$ cat src/rtl/slu_pkg.sv
package slu_pkg;

	localparam int LEN_W           = 24;
	localparam int LENGTH_BITS_DEF = 24;
	localparam int QDEPTH          = 4;
	localparam int QPTR_W          = $clog2(QDEPTH);

	localparam logic [15:0] UTF8_1B_LIMIT = 16'h0080;
	localparam logic [15:0] UTF8_2B_LIMIT = 16'h0800;
	localparam logic [7:0]  UTF8_LEAD2    = 8'hC0;
	localparam logic [7:0]  UTF8_LEAD3    = 8'hE0;
	localparam logic [7:0]  UTF8_CONT     = 8'h80;
	localparam logic [7:0]  UTF8_CONT_MSK = 8'h3F;

	typedef enum logic [2:0] {
		ST_OK       = 3'd0,
		ST_UNTERM   = 3'd1,
		ST_BAD_ESC  = 3'd2,
		ST_BAD_HEX  = 3'd3,
		ST_TOO_LONG = 3'd4
	} status_t;

	typedef enum logic [2:0] {
		MODE_IDLE,
		MODE_BODY,
		MODE_ESC,
		MODE_HEX1,
		MODE_HEX2,
		MODE_HEX3,
		MODE_HEX4
	} mode_t;

	typedef enum logic [1:0] {
		CMD_BYTE,
		CMD_CP,
		CMD_END
	} cmd_kind_t;

	// CMD_END with ST_OK: closing delimiter, too-long check done at the back
	typedef struct packed {
		cmd_kind_t   kind;
		logic [15:0] val;
		status_t     status;
	} cmd_t;

endpackage

$ cat src/rtl/string_literal_unescaper.sv
// String literal unescaper.
// Input channel (in_valid/in_ready): one source byte per transaction, with
// end_of_input. The first byte while idle is the delimiter; escapes are
// decoded and \u with four hex digits comes out as 1 to 3 UTF-8 bytes.
// Output channel (out_valid/out_ready): one decoded byte per transaction
// (is_data = 1), then one final transaction with last = 1, the status and
// content_length. Errors end the literal with a single last transaction.
// cfg_wen/cfg_wdata write max_length; write only while the block is idle.
// Path: an accepted content byte is written into the command queue and then
// taken into the output register. Throughput: one input byte per cycle while
// the queue is not full; one output transaction per cycle while the queue holds
// commands and out_ready is high. A three-byte UTF-8 burst comes from a six-byte escape.
// A four-entry command queue separates the decoder from the output stage.
// When out_ready is low, the queue fills and in_ready drops once it is full.
// Reset: state idle, queue and output empty, max_length all ones.
module string_literal_unescaper
	import slu_pkg::*;
#(
	parameter int LENGTH_BITS = LENGTH_BITS_DEF
) (
	input  logic             clk,
	input  logic             arst_n,
	input  logic             cfg_wen,
	input  logic [LEN_W-1:0] cfg_wdata,
	input  logic             in_valid,
	output logic             in_ready,
	input  logic [7:0]       char_byte,
	input  logic             end_of_input,
	output logic             out_valid,
	input  logic             out_ready,
	output logic [7:0]       data_byte,
	output logic             is_data,
	output logic             last,
	output logic [2:0]       status,
	output logic [LEN_W-1:0] content_length
);

	logic [LEN_W-1:0] max_length_q;
	logic             push, full, pop, empty;
	cmd_t             cmd, head;

	always_ff @(posedge clk or negedge arst_n) begin
		if (!arst_n)
			max_length_q <= '1;
		else if (cfg_wen)
			max_length_q <= cfg_wdata;
	end

	slu_front u_front (
		.clk          (clk),
		.arst_n       (arst_n),
		.in_valid     (in_valid),
		.in_ready     (in_ready),
		.char_byte    (char_byte),
		.end_of_input (end_of_input),
		.full         (full),
		.push         (push),
		.cmd          (cmd)
	);

	slu_queue u_queue (
		.clk    (clk),
		.arst_n (arst_n),
		.push   (push),
		.wdata  (cmd),
		.full   (full),
		.pop    (pop),
		.rdata  (head),
		.empty  (empty)
	);

	slu_back #(
		.LENGTH_BITS (LENGTH_BITS)
	) u_back (
		.clk            (clk),
		.arst_n         (arst_n),
		.empty          (empty),
		.head           (head),
		.pop            (pop),
		.max_length     (max_length_q),
		.out_valid      (out_valid),
		.out_ready      (out_ready),
		.data_byte      (data_byte),
		.is_data        (is_data),
		.last           (last),
		.status         (status),
		.content_length (content_length)
	);

endmodule

$ cat src/rtl/slu_front.sv
module slu_front
	import slu_pkg::*;
(
	input  logic       clk,
	input  logic       arst_n,
	input  logic       in_valid,
	output logic       in_ready,
	input  logic [7:0] char_byte,
	input  logic       end_of_input,
	input  logic       full,
	output logic       push,
	output cmd_t       cmd
);

	localparam logic [7:0] CH_NUL = 8'h00;
	localparam logic [7:0] CH_NL  = 8'h0A;
	localparam logic [7:0] CH_DQ  = 8'h22;
	localparam logic [7:0] CH_SL  = 8'h2F;
	localparam logic [7:0] CH_BSL = 8'h5C;
	localparam logic [7:0] CH_B   = 8'h62;
	localparam logic [7:0] CH_F   = 8'h66;
	localparam logic [7:0] CH_N   = 8'h6E;
	localparam logic [7:0] CH_R   = 8'h72;
	localparam logic [7:0] CH_T   = 8'h74;
	localparam logic [7:0] CH_U   = 8'h75;

	// bit 4 set: not a hex digit
	function automatic logic [4:0] hex_val(input logic [7:0] c);
		logic [4:0] r;
		r = 5'h10;
		if (c >= 8'h30 && c <= 8'h39)
			r = {1'b0, 4'(c - 8'h30)};
		else if (c >= 8'h61 && c <= 8'h66)
			r = {1'b0, 4'(c - 8'h57)};
		else if (c >= 8'h41 && c <= 8'h46)
			r = {1'b0, 4'(c - 8'h37)};
		return r;
	endfunction

	mode_t       mode_q, mode_d;
	logic [7:0]  delim_q, delim_d;
	logic [11:0] acc_q, acc_d;
	logic        acc;
	logic [4:0]  hv;

	assign in_ready = !full;
	assign acc      = in_valid && in_ready;
	assign hv       = end_of_input ? 5'h10 : hex_val(char_byte);

	always_ff @(posedge clk or negedge arst_n) begin
		if (!arst_n) begin
			mode_q  <= MODE_IDLE;
			delim_q <= '0;
			acc_q   <= '0;
		end else begin
			mode_q  <= mode_d;
			delim_q <= delim_d;
			acc_q   <= acc_d;
		end
	end

	always_comb begin
		mode_d     = mode_q;
		delim_d    = delim_q;
		acc_d      = acc_q;
		push       = 1'b0;
		cmd.kind   = CMD_BYTE;
		cmd.val    = {8'h00, char_byte};
		cmd.status = ST_OK;
		if (acc) begin
			unique case (mode_q)
				MODE_IDLE: begin
					if (!end_of_input) begin
						delim_d = char_byte;
						acc_d   = '0;
						mode_d  = MODE_BODY;
					end
				end
				MODE_BODY: begin
					push = 1'b1;
					if (end_of_input) begin
						cmd.kind   = CMD_END;
						cmd.status = ST_UNTERM;
						mode_d     = MODE_IDLE;
					end else if (char_byte == delim_q) begin
						cmd.kind = CMD_END;
						mode_d   = MODE_IDLE;
					end else if (char_byte == CH_NL) begin
						cmd.kind   = CMD_END;
						cmd.status = ST_UNTERM;
						mode_d     = MODE_IDLE;
					end else if (char_byte == CH_BSL) begin
						push   = 1'b0;
						mode_d = MODE_ESC;
					end
				end
				MODE_ESC: begin
					push   = 1'b1;
					mode_d = MODE_BODY;
					if (end_of_input) begin
						cmd.kind   = CMD_END;
						cmd.status = ST_BAD_ESC;
						mode_d     = MODE_IDLE;
					end else begin
						unique case (char_byte)
							CH_NUL, CH_DQ, CH_BSL, CH_SL: cmd.val = {8'h00, char_byte};
							CH_B:  cmd.val = 16'h0008;
							CH_F:  cmd.val = 16'h000C;
							CH_N:  cmd.val = 16'h000A;
							CH_R:  cmd.val = 16'h000D;
							CH_T:  cmd.val = 16'h0009;
							CH_U: begin
								push   = 1'b0;
								acc_d  = '0;
								mode_d = MODE_HEX1;
							end
							default: begin
								cmd.kind   = CMD_END;
								cmd.status = ST_BAD_ESC;
								mode_d     = MODE_IDLE;
							end
						endcase
					end
				end
				MODE_HEX1, MODE_HEX2, MODE_HEX3, MODE_HEX4: begin
					if (hv[4]) begin
						push       = 1'b1;
						cmd.kind   = CMD_END;
						cmd.status = ST_BAD_HEX;
						acc_d      = '0;
						mode_d     = MODE_IDLE;
					end else if (mode_q == MODE_HEX4) begin
						push     = 1'b1;
						cmd.kind = CMD_CP;
						cmd.val  = {acc_q, hv[3:0]};
						acc_d    = '0;
						mode_d   = MODE_BODY;
					end else begin
						acc_d  = {acc_q[7:0], hv[3:0]};
						mode_d = mode_t'(mode_q + 3'd1);
					end
				end
				default: mode_d = MODE_IDLE;
			endcase
		end
	end

endmodule

$ cat src/rtl/slu_queue.sv
module slu_queue
	import slu_pkg::*;
(
	input  logic clk,
	input  logic arst_n,
	input  logic push,
	input  cmd_t wdata,
	output logic full,
	input  logic pop,
	output cmd_t rdata,
	output logic empty
);

	cmd_t              mem_q [QDEPTH];
	logic [QPTR_W-1:0] wr_q, rd_q;
	logic [QPTR_W:0]   cnt_q;

	assign full  = cnt_q == (QPTR_W+1)'(QDEPTH);
	assign empty = cnt_q == '0;
	assign rdata = mem_q[rd_q];

	always_ff @(posedge clk) begin
		if (push)
			mem_q[wr_q] <= wdata;
	end

	always_ff @(posedge clk or negedge arst_n) begin
		if (!arst_n) begin
			wr_q  <= '0;
			rd_q  <= '0;
			cnt_q <= '0;
		end else begin
			if (push)
				wr_q <= wr_q + 1'b1;
			if (pop)
				rd_q <= rd_q + 1'b1;
			unique case ({push, pop})
				2'b10:   cnt_q <= cnt_q + 1'b1;
				2'b01:   cnt_q <= cnt_q - 1'b1;
				default: cnt_q <= cnt_q;
			endcase
		end
	end

endmodule

$ cat src/rtl/slu_back.sv
module slu_back
	import slu_pkg::*;
#(
	parameter int LENGTH_BITS = LENGTH_BITS_DEF
) (
	input  logic             clk,
	input  logic             arst_n,
	input  logic             empty,
	input  cmd_t             head,
	output logic             pop,
	input  logic [LEN_W-1:0] max_length,
	output logic             out_valid,
	input  logic             out_ready,
	output logic [7:0]       data_byte,
	output logic             is_data,
	output logic             last,
	output logic [2:0]       status,
	output logic [LEN_W-1:0] content_length
);

	localparam int EXT_W = LENGTH_BITS + LEN_W;

	logic                   valid_q;
	logic [7:0]             data_q;
	logic                   isd_q;
	logic                   last_q;
	status_t                status_q;
	logic [LEN_W-1:0]       len_q;
	logic [1:0]             sub_q;
	logic [LENGTH_BITS-1:0] cnt_q;

	logic             load;
	logic             issue;
	logic             sub_last;
	logic [7:0]       byte_n;
	logic [15:0]      cp;
	logic [EXT_W-1:0] cnt_ext;
	logic [EXT_W-1:0] max_ext;
	status_t          end_status;

	assign cp         = head.val;
	assign load       = !valid_q || out_ready;
	assign issue      = load && !empty;
	assign pop        = issue && sub_last;
	assign cnt_ext    = {{LEN_W{1'b0}}, cnt_q};
	assign max_ext    = {{LENGTH_BITS{1'b0}}, max_length};
	assign end_status = (head.status == ST_OK && cnt_ext >= max_ext) ? ST_TOO_LONG
	                                                                 : head.status;

	always_comb begin
		byte_n   = cp[7:0];
		sub_last = 1'b1;
		if (head.kind == CMD_CP) begin
			if (cp < UTF8_1B_LIMIT) begin
				byte_n = cp[7:0];
			end else if (cp < UTF8_2B_LIMIT) begin
				sub_last = sub_q == 2'd1;
				byte_n   = (sub_q == 2'd0) ? (UTF8_LEAD2 | {3'b000, cp[10:6]})
				                           : (UTF8_CONT | (cp[7:0] & UTF8_CONT_MSK));
			end else begin
				sub_last = sub_q == 2'd2;
				unique case (sub_q)
					2'd0:    byte_n = UTF8_LEAD3 | {4'h0, cp[15:12]};
					2'd1:    byte_n = UTF8_CONT | {2'b00, cp[11:6]};
					default: byte_n = UTF8_CONT | (cp[7:0] & UTF8_CONT_MSK);
				endcase
			end
		end
	end

	always_ff @(posedge clk or negedge arst_n) begin
		if (!arst_n) begin
			valid_q <= 1'b0;
			sub_q   <= '0;
			cnt_q   <= '0;
		end else if (load) begin
			valid_q <= !empty;
			if (issue) begin
				sub_q <= sub_last ? 2'd0 : sub_q + 2'd1;
				if (head.kind == CMD_END)
					cnt_q <= '0;
				else if (cnt_q != {LENGTH_BITS{1'b1}})
					cnt_q <= cnt_q + 1'b1;
			end
		end
	end

	always_ff @(posedge clk) begin
		if (issue) begin
			if (head.kind == CMD_END) begin
				data_q   <= '0;
				isd_q    <= 1'b0;
				last_q   <= 1'b1;
				status_q <= end_status;
				len_q    <= cnt_ext[LEN_W-1:0];
			end else begin
				data_q   <= byte_n;
				isd_q    <= 1'b1;
				last_q   <= 1'b0;
				status_q <= ST_OK;
				len_q    <= '0;
			end
		end
	end

	assign out_valid      = valid_q;
	assign data_byte      = data_q;
	assign is_data        = isd_q;
	assign last           = last_q;
	assign status         = status_q;
	assign content_length = len_q;

	a_end_is_last: assert property (@(posedge clk) disable iff (!arst_n)
		valid_q && !isd_q |-> last_q)
		else $error("non-data transaction without last");

	a_data_clean: assert property (@(posedge clk) disable iff (!arst_n)
		valid_q && isd_q |-> status_q == ST_OK && len_q == '0)
		else $error("data transaction carries status or length");

	a_sub_in_cp: assert property (@(posedge clk) disable iff (!arst_n)
		sub_q != 2'd0 |-> !empty && head.kind == CMD_CP)
		else $error("multi-byte position outside a code point");

	a_cnt_cleared: assert property (@(posedge clk) disable iff (!arst_n)
		issue && head.kind == CMD_END |=> cnt_q == '0)
		else $error("byte count not cleared after end of literal");

endmodule
$ cat config.mk
export PLATFORM = sky130hd
export DESIGN_NAME = string_literal_unescaper
export DESIGN_NICKNAME = d
export VERILOG_FILES = /design/src/rtl/slu_pkg.sv /design/src/rtl/string_literal_unescaper.sv /design/src/rtl/slu_front.sv /design/src/rtl/slu_queue.sv /design/src/rtl/slu_back.sv
export SDC_FILE = /design/constraint.sdc
export NUM_CORES = 1
export LEC_CHECK = 0
export BUFFER_PORTS_ARGS = -buffer_cell sky130_fd_sc_hd__buf_4
export CAP_MARGIN = 20
export CORE_MARGIN = 1.5
export CORE_UTILIZATION = 35
export CTS_CLUSTER_DIAMETER = 30
export DETAILED_ROUTE_END_ITERATION = 10
export GPL_TIMING_DRIVEN = 0
export PLACE_DENSITY = 0.49
export SLEW_MARGIN = 30
export SYNTH_ARGS = -nofsm -noshare
export SYNTH_HDL_FRONTEND = slang
export SYNTH_HIERARCHICAL = 1
export SYNTH_SLANG_ARGS = --single-unit
$ cat constraint.sdc
create_clock -name clk -period 7.2 [get_ports clk]
set_clock_uncertainty 0.2 [all_clocks]
set_input_delay 0.36 -clock clk [delete_from_list [all_inputs] [get_ports clk]]
set_output_delay 0.36 -clock clk [all_outputs]
set_load 0.05 [all_outputs]
======== Word-level counts from Yosys, hierarchy flattened ========
Memories as Yosys holds them, arrays and structs flattened.
Index checks and enable logic that the tools add are counted.
cells by class
  multipliers ............................. 0
  eq/ne operators ......................... 29
  reduce and logical (&&, ||, !) cells .... 28
  add/subtract/negate cells ............... 10
  shifts and indexed selects .............. 0
  div/mod/pow operators ................... 0
  order comparisons ....................... 9
  bitwise logic cells ..................... 2
  multiplexer cells ....................... 67
operator list
  cell                                                               number
  2-to-1 mux 12 bit                                                  5
  equality test 8 x 7 -> 1 bit, second input constant                7
  2-to-1 mux 24 bit                                                  2
  one-hot mux 8 bit (5 select lines)                                 1
  2-to-1 mux 3 bit                                                   12
  one-hot mux 12 bit (3 select lines)                                1
  2-to-1 mux 8 bit                                                   4
  one-hot mux 16 bit (2 select lines)                                1
  adder 24 x 1 -> 24 bit, second input constant                      1
  greater-or-equal comparator 24 bit                                 1
  inequality test 24 bit, second input constant                      1
  2-to-1 mux 21 bit                                                  1
  2-to-1 mux 5 bit                                                   4
  2-to-1 mux 2 bit                                                   9
  2-to-1 mux 1 bit                                                   17
  2-to-1 mux 17 bit                                                  1
  equality test 8 x 6 -> 1 bit, second input constant                2
  greater-or-equal comparator 8 x 7 -> 1 bit, second input constant  2
  <= comparator 8 x 7 -> 1 bit, second input constant                2
  < comparator 16 x 12 -> 1 bit, second input constant               1
  < comparator 16 x 8 -> 1 bit, second input constant                1
  2-to-1 mux 16 bit                                                  1
  one-hot mux 7 bit (2 select lines)                                 1
  equality test 3 bit, second input constant                         4
  38 further kinds                                                   63
storage, ports and cells
  RAM bits ................................ 84
  memories kept ........................... 1
  output and inout bits ................... 39
  register bits after elaboration ......... 118
  bits in latches ......................... 0
  memory bits (read-only) ................. 0
memory list
  name           depth  width  rd ports  clocked after memory_dff  wr ports  RTL line         text
  u_queue.mem_q  4      21     1         0                         1         slu_queue.sv:14  cmd_t mem_q [QDEPTH];

======== Logic depth before layout (Yosys ltp) ========
  depth in word-level cells ............... 11
  gate-level depth with buffers ........... 16

======== Cells and area by module ========
Netlist, hierarchy kept.
modules (own cells, without submodules)
  module                    cells an instance  area an instance (um^2)  instances  seq. area each (um^2)
  slu_back                  359                3580.9                   1          1786.7
  slu_queue                 146                3463.3                   1          2697.6
  slu_front                 227                1960.6                   1          575.6
  string_literal_unescaper  51                 1027.2                   1          630.6

======== Least setup slack after synthesis ========
No wires, ideal clock.
  path type ............................... register -> register
  start ................................... register u_queue.rd_q[0]
  end ..................................... register u_queue.cnt_q[2]
  setup slack ............................. 3.234 ns
  path buffers ............................ 3
  arrival ................................. 3.687 ns
  period minus slack after synthesis ...... 3.966 ns
  cell stages (with the launch flop) ...... 15
  library setup time ...................... 0.079 ns
  cell sequence ........................... dfrtp_1 -> buf_6 -> buf_12 -> mux4_2 -> or4_1 -> clkbuf_1 -> o41ai_2 -> o21bai_1 -> and2_1 -> ha_1 -> inv_1 -> fa_1 -> xor2_1 -> nor2_1 -> xor2_1
RTL lines
  item                    RTL line         text
  from (decl)             slu_queue.sv:15  logic [QPTR_W-1:0] wr_q, rd_q;
  from (signal assigned)  slu_queue.sv:36  rd_q <= rd_q + 1'b1;
  to (signal assigned)    slu_queue.sv:38  2'b10: cnt_q <= cnt_q + 1'b1;
  to (signal assigned)    slu_queue.sv:39  2'b01: cnt_q <= cnt_q - 1'b1;
  to (signal assigned)    slu_queue.sv:40  default: cnt_q <= cnt_q;
  to (decl)               slu_queue.sv:16  logic [QPTR_W:0] cnt_q;

==> results.md <==
* Status: completed
* Tmin final at about 4600 ps
* Switch share at 32.3%
* Syn_nets at 860
* Cell Pwr Density at 419 nW/um2
* Syn avg cell area at 12.8 um2
* FP Rows at between 60 and 70
* Fillcell total at 2541
* Clock power frac at 42.6%
* DP Area at approximately 11000 um2
* Post-Layout Inst Area at 13200 um2
* NetSw at roughly 1.8 mW
* Core Util, Final at 47.2%
* Yosys reg bits at 202
* Max Root-Sink Buffers at 3
* Final hold viol count at 0
* Worst VDD drop at 0.000181 V
* Area occupied by multi-input gates at 3890 um2
* Rel. slew slack at 37.6%
* Setup_tns at 0 ps
* Root buffer cell: clkbuf_16
* Synthesis-to-finish area growth at 31.8%
* Cell Area, Synth at 10000 um2
* Vias in the first global route at 7054
* Chip height at 172 um
* Gr ovfl total at 0
* Clk_lat worst skew at 530 ps
* Logic pwr share at 27.8%
* Critical Path Fanout Max at 10
* Post-synth EDFFs at 121
* Tcrit/Tclk final at 63.6%
* H-tree level count at 2
* DRT Pass-1 Iters at 5
* Async SR Flop Fraction at 40.1%
* Post-synthesis sequential area ratio at 56.7%
* Startpoint types: flop
* Number of max-cap violations at 0
* Unrepaired setup endpoints after global routing: false
* Total GRT Usage at between 10% and 20%
* Num ports at 77
* Number of DRC markers in iteration 0 at approximately 400
* Critical path arrival at 4840 ps
* Vias at 6769
* Reg area at 5690 um2
* Share of cells above drive strength 1 at 28.5%
* WP data required at between 7000 and 8000 ps
* Post-DR wirelength/cell at 17.8 um
* F_max at ~220 MHz
* PnR Total Power at about 5.5 mW
* Cts repair resizes at 0
* Syn Inst Count at 783
* Cell Int Power at roughly 3.7 mW
* Die area at 29700 um2
* Hold Crit Class: in -> reg
* # DRC at 0
* TritonCTS Buffers at 52
* Starting Density at 35.8%
* RePlAce Congestion at 0.835
* Main synth FF type: edfxtp_1
* First-pass GRT wire length at 39000 um
* Die Width at between 150 and 200 um
* # clock sinks at 202
* Vias per inst at ~5.0
* Max Slew Vio Count at 0
* Largest net degree at the start of global routing at 82
* DRT antenna net count at 0
* I/O Buffers at 72
* P_leak at 5.36 nW
* DRT Wirelength at 24200 um
* Core area at between 20000 and 30000 um2
* HPWL after DPL at ~17000 um
* Slew @ Worst Pin at 926 ps
* Crit Path Class: reg -> reg
* CTS tree: done
* Yosys Warn Count at 6
* Nets at 1019
* Cell variety after synth at 76
* Clock Pin Slew Worst Setup and Hold Paths at 50 ps
* Endpoints failing setup at 0
* Sequential share of power at 29.6%
* Crit path capture type: flop
* Initial antenna violation count at 0
* ANT cells at 0
registers in the layout, indices dropped and copies added, names as in the netlist, 2 cells and up:
name,flops
u_back/status,3
u_front/mode_q,3
u_front/acc_q,12
u_back/data_byte,8
u_back/cnt_q,24
u_queue/mem_q,84
max_length_q,24
u_queue/wr_q,2
u_back/sub_q,2
u_back/content_length,24
u_queue/rd_q,2
u_front/delim_q,8
u_queue/cnt_q,3
layout make-up:
class | count | area share (%)
Buffer | 32 | 2.04
Clock buffer | 61 | 10.5
Clock inverter | 35 | 3.31
Inverter | 49 | 1.39
Multi-Input combinational cell | 500 | 29.5
Sequential cell | 202 | 43.1
Tap cell | 378 | 3.58
Timing Repair Buffer | 105 | 6.69
stage by stage:
step                cells  hold WS [ps]  setup WS (ps)
finish               1362          38.4           2620
global route         1362          56.5           2350
CTS                  1362          30.0           2580
detailed placement   1234           286           2560
global placement     1233           282           2600
floorplan             783          -136           3230
logic make-up after synthesis:
group,count (synthesis),synth area share (%)
AO/OA/AOI/OAI,161,10.3
XOR/XNOR,19,1.66
adder cells (fa/ha/maj),39,4.94
buffers and inverters,81,4.51
flip-flops,202,56.7
multiplexers,54,9.27
other,1,0.0374
AND/OR/NAND/NOR,226,12.6
worst max-delay path, cell delays in order (launching register included):
cell,delay (ps)
dfrtp_1,330
buf_6,160
buf_12,170
mux4_2,540
or4_1,510
clkbuf_1,180
o41ai_2,830
o21bai_1,270
and2_1,270
ha_1,210
inv_1,60
fa_1,370
xor2_1,150
nor2_1,100
xor2_1,140
path summary, 6_finish.rpt:
path	from	slack [ps]	endpoint	cells after the start
max	u_queue/rd_q[0]	2620	u_queue/cnt_q[2]	14
min	char_byte[1]	40	u_front/delim_q[1]	3
max reg2reg	u_queue/rd_q[0]	2620	u_queue/cnt_q[2]	14
min reg2reg	u_front/acc_q[11]	300	u_front/acc_q[11]	1
max in group asynchronous	arst_n	5960	u_back/sub_q[1]	2
min in group asynchronous	arst_n	280	u_front/acc_q[6]	2
per-layer routing:
metal / up-vias / part of all wire (%) / track usage, %
met5: - / 0 / 0
met4: 0 / 1.9 / 5.67
met3: 39 / 3.7 / 2.95
met2: 151 / 49 / 28.8
met1: 3310 / 46 / 22.5
li1: 3269 / - / -
cell usage after synthesis (all sizes together), types with 3 or more instances:
cell type	n	area share [%]
o21ai	53	2.8
o221ai	3	0.26
a22oi	4	0.30
nand3	14	0.70
mux4	21	4.8
mux2	32	4.3
and3b	3	0.29
ha	38	4.7
inv	48	1.8
nor2b	5	0.31
and3	13	0.81
a211oi	3	0.22
a21oi	48	2.4
buf	18	2.0
nand2b	7	0.44
nor2	31	1.2
a21o	5	0.37
or4	8	0.64
dfrtp	57	14
dfstp	24	6.3
nor4	3	0.19
nand4	12	0.81
o31ai	10	0.75
nor3b	4	0.30
o211ai	4	0.30
nand2	51	1.9
o2bb2ai	4	0.35
xor2	14	1.2
nor3	10	0.50
a22o	12	1.1
edfxtp	121	36
xnor2	5	0.44
clkbuf	14	0.72
and2	30	1.9
or3	25	1.6
power groups by stage:
stage | clock network [mW] | registers, mW | logic (mW)
after floorplan | 0 | 1.88 | 0.832
after global placement | 0 | 1.66 | 1.54
after detailed placement | 0 | 1.66 | 1.54
after CTS | 2.40 | 1.64 | 1.56
after global routing | 2.46 | 1.66 | 1.69
final | 2.36 | 1.64 | 1.54
placed cells by master (no fill, tap or decap), types with 14 or more instances in the layout:
cell type	count
nand3_1	14
nand2_1	51
mux4_2	18
xor2_1	14
and2_1	25
buf_4	72
or3_1	24
edfxtp_1	121
dlygate4sd3_1	32
ha_1	38
a21oi_1	47
dfrtp_1	57
clkbuf_16	52
inv_1	47
mux2_4	20
nor2_1	30
clkbuf_1	16
o21ai_0	47
dfstp_2	24
timing repair:
item,in CTS,in global routing
setup endpoints to repair,0,0
endpoints found under the hold margin,84,0
setup buffers,0,0
hold buffers,32,0
(Power assumes the default switching activity.)
